**src/sv/array_list_engine_top_assert.svh**
```systemverilog
// Assertion macros shared by the array list engine RTL.
`ifndef ARRAY_LIST_ENGINE_TOP_ASSERT_SVH
`define ARRAY_LIST_ENGINE_TOP_ASSERT_SVH

`ifndef SYNTH
`define ALE_ASSERT_IMP(lbl, ante, cons, msg) \
  lbl: assert property (@(posedge clk) disable iff (!rst_n) (ante) |-> (cons)) \
    else $error(msg);
`define ALE_ASSERT_NXT(lbl, ante, cons, msg) \
  lbl: assert property (@(posedge clk) disable iff (!rst_n) (ante) |=> (cons)) \
    else $error(msg);
`else
`define ALE_ASSERT_IMP(lbl, ante, cons, msg)
`define ALE_ASSERT_NXT(lbl, ante, cons, msg)
`endif

`endif

```
**src/sv/alist_pkg.sv**
```systemverilog
// Shared types and constants for the array list engine.
package alist_pkg;

  localparam int DATA_W       = 32;
  localparam int POS_W        = 4;
  localparam int CNT_W        = 5;
  localparam int CAPACITY_DEF = 16;

  typedef logic [DATA_W-1:0] data_t;
  typedef logic [POS_W-1:0]  pos_t;
  typedef logic [CNT_W-1:0]  cnt_t;

  typedef enum logic [1:0] {
    OP_FIND   = 2'd0,
    OP_MODIFY = 2'd1,
    OP_APPEND = 2'd2,
    OP_REMOVE = 2'd3
  } op_t;

  typedef enum logic [1:0] {
    ST_OK      = 2'd0,
    ST_MISSING = 2'd1,
    ST_FULL    = 2'd2,
    ST_RANGE   = 2'd3
  } status_t;

endpackage

```
**src/sv/array_list_engine_top.sv**
```systemverilog
// Array list engine: packed list of signed 32-bit entries with find, modify, append, remove.
//
// One operation is taken at a time and answers with one result beat. Append and
// out-of-range requests go from the execute state straight to the result state;
// modify first passes a state that takes the old entry. Find walks the stored
// entries through the single read port of the entry memory, one entry per cycle,
// until a match or the end of the list. Remove walks from the given index to the
// list end, reading one entry and writing it one slot lower each cycle. A finished
// result sits in an output register, so the next operation may be accepted while it waits.
module array_list_engine_top #(
  parameter int CAPACITY = alist_pkg::CAPACITY_DEF
) (
  input  logic                        clk,
  input  logic                        rst_n,
  input  logic                        in_valid,
  output logic                        in_ready,
  input  logic [1:0]                  in_opcode,
  input  alist_pkg::pos_t             in_position,
  input  logic signed [alist_pkg::DATA_W-1:0] in_operand_value,
  output logic                        out_valid,
  input  logic                        out_ready,
  output logic [1:0]                  out_status,
  output alist_pkg::pos_t             out_found_position,
  output logic signed [alist_pkg::DATA_W-1:0] out_old_value,
  output alist_pkg::cnt_t             out_entry_count
);

  localparam int CW = $clog2(CAPACITY + 1);
  localparam int IW = $clog2(CAPACITY);
  localparam int XW = (CW > alist_pkg::POS_W) ? CW : alist_pkg::POS_W;

  typedef enum logic [5:0] {
    S_IDLE = 6'b000001,
    S_EXEC = 6'b000010,
    S_FIND = 6'b000100,
    S_REM  = 6'b001000,
    S_MOD  = 6'b010000,
    S_RESP = 6'b100000
  } state_t;

  state_t              state_r, state_nxt;
  logic [CW-1:0]       count_r, count_nxt;
  logic [CW-1:0]       idx_r, idx_nxt;
  logic [CW-1:0]       cmp_idx_r, cmp_idx_nxt;
  logic                cmp_v_r, cmp_v_nxt;
  logic [1:0]          op_r;
  alist_pkg::pos_t     pos_r;
  alist_pkg::data_t    val_r;
  logic [1:0]          res_status_r, res_status_nxt;
  logic [CW-1:0]       res_pos_r, res_pos_nxt;
  alist_pkg::data_t    res_old_r, res_old_nxt;
  logic                out_valid_r, out_valid_nxt;
  logic [1:0]          out_status_r;
  alist_pkg::pos_t     out_pos_r;
  alist_pkg::data_t    out_old_r;
  alist_pkg::cnt_t     out_count_r;

  alist_pkg::data_t    mem [CAPACITY];
  alist_pkg::data_t    rd_data_r;
  logic [IW-1:0]       rd_addr;
  logic [IW-1:0]       wr_addr;
  alist_pkg::data_t    wr_data;
  logic                wr_en;

  logic                in_acc;
  logic                in_range;
  logic                issue;
  logic                hit;
  logic                load_out;

  assign in_ready  = (state_r == S_IDLE);
  assign in_acc    = in_valid && in_ready;
  assign in_range  = XW'(pos_r) < XW'(count_r);
  assign issue     = idx_r < count_r;
  // The single comparator of the scan: the entry read last cycle against the key.
  assign hit       = (rd_data_r == val_r);
  assign load_out  = (state_r == S_RESP) && (!out_valid_r || out_ready);

  always_comb begin
    state_nxt      = state_r;
    count_nxt      = count_r;
    idx_nxt        = idx_r;
    cmp_idx_nxt    = cmp_idx_r;
    cmp_v_nxt      = cmp_v_r;
    res_status_nxt = res_status_r;
    res_pos_nxt    = res_pos_r;
    res_old_nxt    = res_old_r;
    rd_addr        = IW'(idx_r);
    wr_addr        = IW'(pos_r);
    wr_data        = val_r;
    wr_en          = 1'b0;
    unique case (state_r)
      S_IDLE: begin
        if (in_acc) begin
          state_nxt = S_EXEC;
        end
      end
      S_EXEC: begin
        res_status_nxt = alist_pkg::ST_OK;
        res_pos_nxt    = '0;
        res_old_nxt    = '0;
        idx_nxt        = '0;
        cmp_v_nxt      = 1'b0;
        rd_addr        = IW'(pos_r);
        unique case (op_r)
          alist_pkg::OP_FIND: begin
            state_nxt = S_FIND;
          end
          alist_pkg::OP_MODIFY: begin
            if (in_range) begin
              // The read port returns the old entry while the new value goes in.
              wr_en     = 1'b1;
              state_nxt = S_MOD;
            end else begin
              res_status_nxt = alist_pkg::ST_RANGE;
              state_nxt      = S_RESP;
            end
          end
          alist_pkg::OP_APPEND: begin
            if (count_r < CW'(CAPACITY)) begin
              wr_en     = 1'b1;
              wr_addr   = IW'(count_r);
              count_nxt = count_r + CW'(1);
            end else begin
              res_status_nxt = alist_pkg::ST_FULL;
            end
            state_nxt = S_RESP;
          end
          default: begin
            if (in_range) begin
              idx_nxt   = CW'(pos_r);
              state_nxt = S_REM;
            end else begin
              res_status_nxt = alist_pkg::ST_RANGE;
              state_nxt      = S_RESP;
            end
          end
        endcase
      end
      S_FIND: begin
        cmp_v_nxt   = issue;
        cmp_idx_nxt = idx_r;
        idx_nxt     = idx_r + CW'(1);
        if (cmp_v_r && hit) begin
          res_pos_nxt = cmp_idx_r;
          state_nxt   = S_RESP;
        end else if (!issue) begin
          res_status_nxt = alist_pkg::ST_MISSING;
          state_nxt      = S_RESP;
        end
      end
      S_REM: begin
        // Read one entry ahead and write the previous one a slot lower.
        cmp_v_nxt   = issue;
        cmp_idx_nxt = idx_r;
        idx_nxt     = idx_r + CW'(1);
        wr_addr     = IW'(cmp_idx_r - CW'(1));
        wr_data     = rd_data_r;
        if (cmp_v_r) begin
          if (XW'(cmp_idx_r) == XW'(pos_r)) begin
            res_old_nxt = rd_data_r;
          end else begin
            wr_en = 1'b1;
          end
        end
        if (!issue) begin
          count_nxt = count_r - CW'(1);
          state_nxt = S_RESP;
        end
      end
      S_MOD: begin
        res_old_nxt = rd_data_r;
        state_nxt   = S_RESP;
      end
      S_RESP: begin
        if (load_out) begin
          state_nxt = S_IDLE;
        end
      end
      default: begin
        state_nxt = S_IDLE;
      end
    endcase
  end

  always_comb begin
    out_valid_nxt = out_valid_r;
    if (load_out) begin
      out_valid_nxt = 1'b1;
    end else if (out_ready) begin
      out_valid_nxt = 1'b0;
    end
  end

  always_ff @(posedge clk) begin
    if (!rst_n) begin
      state_r     <= S_IDLE;
      count_r     <= '0;
      cmp_v_r     <= 1'b0;
      out_valid_r <= 1'b0;
    end else begin
      state_r     <= state_nxt;
      count_r     <= count_nxt;
      cmp_v_r     <= cmp_v_nxt;
      out_valid_r <= out_valid_nxt;
    end
  end

  always_ff @(posedge clk) begin
    idx_r        <= idx_nxt;
    cmp_idx_r    <= cmp_idx_nxt;
    res_status_r <= res_status_nxt;
    res_pos_r    <= res_pos_nxt;
    res_old_r    <= res_old_nxt;
    if (in_acc) begin
      op_r  <= in_opcode;
      pos_r <= in_position;
      val_r <= in_operand_value;
    end
    if (load_out) begin
      out_status_r <= res_status_r;
      out_pos_r    <= alist_pkg::pos_t'(res_pos_r);
      out_old_r    <= res_old_r;
      out_count_r  <= alist_pkg::cnt_t'(count_r);
    end
  end

  // Entry store: one write port, one registered read port.
  always_ff @(posedge clk) begin
    if (wr_en) begin
      mem[wr_addr] <= wr_data;
    end
    rd_data_r <= mem[rd_addr];
  end

  assign out_valid          = out_valid_r;
  assign out_status         = out_status_r;
  assign out_found_position = out_pos_r;
  assign out_old_value      = out_old_r;
  assign out_entry_count    = out_count_r;

`include "array_list_engine_top_assert.svh"

  `ALE_ASSERT_IMP(a_count_bound, 1'b1, count_r <= CW'(CAPACITY), "count above capacity")
  `ALE_ASSERT_IMP(a_scan_bound, (state_r == S_FIND) && cmp_v_r, cmp_idx_r < count_r, "scan overrun")
  `ALE_ASSERT_NXT(a_idle_hold, (state_r == S_IDLE) && !in_acc, $stable(count_r), "count moved")

endmodule

```
**config.mk**
```make
export PLATFORM = sky130hd
export DESIGN_NAME = array_list_engine_top
export DESIGN_NICKNAME = d
export VERILOG_FILES = /design/src/sv/alist_pkg.sv /design/src/sv/array_list_engine_top.sv
export VERILOG_INCLUDE_DIRS = /design/src /design/src/sv
export SDC_FILE = /design/constraint.sdc
export NUM_CORES = 1
export LEC_CHECK = 0
export BUFFER_PORTS_ARGS = -buffer_cell sky130_fd_sc_hd__buf_2
export CORE_AREA = 2 2 279 281
export DETAILED_ROUTE_END_ITERATION = 6
export DIE_AREA = 0 0 281 283
export PLACE_DENSITY = 0.57
export SLEW_MARGIN = 20
export SYNTH_ARGS = -nofsm -noshare
export SYNTH_HDL_FRONTEND = slang
export SYNTH_SLANG_ARGS = --single-unit
```
**constraint.sdc**
```tcl
create_clock -name clk -period 8.1 [get_ports clk]
set_clock_uncertainty 0.2 [all_clocks]
set_input_delay 0 -clock clk [delete_from_list [all_inputs] [get_ports clk]]
set_output_delay 0 -clock clk [all_outputs]
set_load 0.005 [all_outputs]
```
==> results.txt <==
The flow ran to the end, and the final reports show no timing, DRC or antenna violations. The synthesized net count came out at around 1.6k. The region available for standard cell placement spans around 77000 um2. The number of vias after detailed routing came out at between 10k and 15k. The layout cell share with drive strength beyond 1 is 0.137.

The fmax is 225 MHz. In the synthesized netlist the dominant register cell turns out to be sky130_fd_sc_hd__edfxtp_1. After the first detailed-routing iteration, the DRC count stood at roughly 1.1k. The leakage dissipation came out at 10.7 nW.

The multi-input combinational cell area came out at between 6000 and 7000 um2. The number of cell instances on the worst register-to-register path is 9. The total global routing track utilization came out at 0.162. The hold-critical path depth is 3. The area of the die came out at approximately 80000 um2.

The synthesis warning total came out at 0. The final routed DRC violation total came out at 0. The die width came out at 281 um. The wire length of the first global-routing pass came out at roughly 95 mm. The final routed wirelength across all metal layers came out at around 64 mm.

The type of the setup path with the least slack is flip-flop to flip-flop. The count of nets left with antenna violations once routing finished came out at 0. The synthesized netlist contains 56 unique library cells.

For this design the ratio of total power to cell area is about 230 nW/um2. The number of max-cap violations is 0. Dividing the synthesized area by the synthesized cell count gives approximately 17 um2. STA classifies the critical path endpoint as a flip-flop.

The post-detailed-route wirelength per cell is roughly 22 um. After synthesis the netlist holds a flip-flop and latch count of ~690. The initial core utilization came out at 0.346. The overall die height came out at approximately 280 um. In this run, post-CTS repair resized a total of 0 instances. The met1 layer usage reported by global route came out at 0.222.

The routability-driven placement congestion ratio is ~0.80. The total setup violations reported at the end of the flow came out at 0. The count of nets after finishing came out at between 1.5k and 2k. The worst hold path belongs to the class input port to flip-flop.

The H-tree generated during clock tree synthesis spans 3 levels. The fill cell total of the finished layout is slightly below 7k. The gate count after technology mapping came out at ~1.6k.

The number of global-route vias before repair came out at about 15k. The number of enable flip-flop cells after synthesis came out at between 600 and 700. The library cell used most frequently in the layout, excluding fill and tap cells, is sky130_fd_sc_hd__edfxtp_1. In this run the worst path has a maximum fanout of 47. The shortest clock period the worst path allows after layout came out at about 4.5 ns. The met3 usage in global routing came out at 0.0344. The number of buffer cells added on primary ports is 86. The post-route fraction of the period consumed by the critical path is 0.549. The initial antenna violation count came out at 3. For the pin with the worst max-slew slack, the measured transition is 1.08 ns. The number of buffers created by CTS came out at 75. The register clock-pin slew on the reported worst setup and hold paths is around 0.060 ns. The post-DP HPWL is about 36 mm. The clock insertion delay at the later pin of the skew report is slightly above 0.6 ns. Across the whole layout, storage elements account for roughly 20000 um2. The most crowded layer after global routing is met2. The combined area of all synthesized cells came out at 26500 um2. Clock tree synthesis selected as its root buffer the cell sky130_fd_sc_hd__clkbuf_16. Global routing finished with a remaining overflow of 0. The number of failing hold endpoints at the final stage is 0.

The worst hold slack after final layout came out at 0.119 ns. Adding up every negative setup slack in the final design gives 0 ns. The number of detailed-route iterations in the first pass is 5. After synthesis, the share of flip-flops with an asynchronous set or reset is 0. Total power for the finished layout comes to roughly 7.3 mW.

The maximum number of buffers from clock root to sink is 3. Setup repair after global routing left no endpoint under its margin. The largest voltage drop on the vdd net is between 0.1 and 0.15 mV.

The site row count came out at between 100 and 150. The number of antenna diodes in the final layout is 0. The arrival time at the worst endpoint is approximately 4.5 ns.

The clock drives ~690 sinks. The per-cell via count in the routed design is ~5.0. The number of top-level pins came out at 87. The TritonCTS clock tree is done. Relative to the synthesized area, the layout overhead comes to 18.6%. Of the synthesized area, sequential elements account for 0.760. The met2 usage is 0.260. The worst setup path is launched from a flip-flop. For the worst setup path, the data required time is 8.16 ns.

The final max-slew violation count is 0. The top cell types in the final layout, fill and taps aside, are 641 x sky130_fd_sc_hd__edfxtp_1, 256 x sky130_fd_sc_hd__mux2i_1, 129 x sky130_fd_sc_hd__o22ai_1. The max-slew headroom at the worst pin is 0.283. Entering global routing, the biggest net connects 126 pins.
## worst max-delay path, stage by stage (launching register included)
cell and delay, ns:
sky130_fd_sc_hd__dfxtp_1 0.33, sky130_fd_sc_hd__nor4_1 0.45, sky130_fd_sc_hd__nand3b_1 0.12, sky130_fd_sc_hd__buf_4 0.37
sky130_fd_sc_hd__clkinv_1 0.14, sky130_fd_sc_hd__nor2_1 0.13, sky130_fd_sc_hd__a221oi_1 0.74, sky130_fd_sc_hd__nand3b_1 0.47
sky130_fd_sc_hd__nor2_4 0.64, sky130_fd_sc_hd__buf_4 0.45
## routing by layer
layer / vias to the layer above / part of all wire
met5: - / 0
met4: 0 / 0.026
met3: 109 / 0.065
met2: 443 / 0.47
met1: 7309 / 0.44
li1: 6520 / -
## timing repair
action                     CTS  global route
hold endpoints to repair    72             0
setup buffers                0             0
setup endpoints to repair    0             0
hold buffers                81             0
## synth_stat cells (3+ instances only)
master	number	area [um2]
sky130_fd_sc_hd__edfxtp_1	641	19200
sky130_fd_sc_hd__buf_1	8	30.0
sky130_fd_sc_hd__nor3_1	12	60.1
sky130_fd_sc_hd__nand2b_1	8	50.1
sky130_fd_sc_hd__ha_1	16	200
sky130_fd_sc_hd__xor2_1	15	131
sky130_fd_sc_hd__inv_1	21	78.8
sky130_fd_sc_hd__nand4_1	3	18.8
sky130_fd_sc_hd__a21boi_0	6	45.0
sky130_fd_sc_hd__buf_4	12	90.1
sky130_fd_sc_hd__mux2i_1	256	2560
sky130_fd_sc_hd__nor4_1	8	50.1
sky130_fd_sc_hd__buf_2	35	175
sky130_fd_sc_hd__o21ai_0	19	95.1
sky130_fd_sc_hd__or4_1	33	248
sky130_fd_sc_hd__nor2_1	29	109
sky130_fd_sc_hd__dfxtp_1	45	901
sky130_fd_sc_hd__nand2_1	111	417
sky130_fd_sc_hd__nand3b_1	5	37.5
sky130_fd_sc_hd__o22ai_1	129	807
sky130_fd_sc_hd__nor2b_1	8	50.1
sky130_fd_sc_hd__a31oi_2	3	37.5
sky130_fd_sc_hd__xnor2_1	25	219
sky130_fd_sc_hd__clkbuf_1	16	60.1
sky130_fd_sc_hd__and2_1	34	213
sky130_fd_sc_hd__nor3b_1	3	22.5
sky130_fd_sc_hd__nand3_1	13	65.1
sky130_fd_sc_hd__and3_1	3	18.8
sky130_fd_sc_hd__a21oi_1	10	50.1
sky130_fd_sc_hd__a221o_1	3	30.0
## area by class of cell
cell class | count | share of cell area
Multi-Input combinational cell | 786 | 0.194
Inverter | 22 | 0.00263
Tap cell | 1040 | 0.0414
Timing Repair Buffer | 201 | 0.0492
Clock inverter | 24 | 0.00597
Clock buffer | 114 | 0.0663
Sequential cell | 686 | 0.641
## power breakdown
part / leakage [nW] / switching, mW / internal, mW / total [mW]
Clock: 1.10 / 1.34 / 1.82 / 3.15
Sequential: 6.22 / 0.0316 / 3.91 / 3.94
Combinational: 3.41 / 0.143 / 0.0869 / 0.230
## cells by family (layout without fill, tap and decap cells)
family / Yosys count / after routing / synth area share
buf+inv: 95 / 361 / 0.0174
flops: 686 / 686 / 0.760
xor+xnor: 40 / 40 / 0.0132
compound gates: 190 / 190 / 0.0489
fa+ha+maj: 17 / 17 / 0.00830
mux: 258 / 258 / 0.0975
simple gates: 281 / 281 / 0.0549
## per-stage QoR
stage           util  area, um2  std cells  setup WS [ns]
6_report       0.410      31400       2873           3.65
5_1_grt        0.410      31400       2873           3.40
4_1_cts        0.410      31400       2873           3.71
3_5_place_dp   0.370      28400       2654           3.74
3_3_place_gp   0.369      28300       2651           3.68
2_1_floorplan      -      26500       1567           2.38
## final timing paths
kind / startpoint / end / slack (ns)
setup / recovery: state_r[0] / mem[4][4] / 3.65
hold / removal: rst_n / state_r[5] / 0.12
setup reg to reg: state_r[0] / mem[4][4] / 3.65
hold reg to reg: res_old_r[28] / out_old_value[28] / 0.22
## sequential cells by signal, indices dropped and copies added (netlist names), 6 cells and up
signal,count
val_r,32
out_old_value,32
state_r,6
res_old_r,32
rd_data_r,32
mem,512
(Power assumes the default switching activity.)
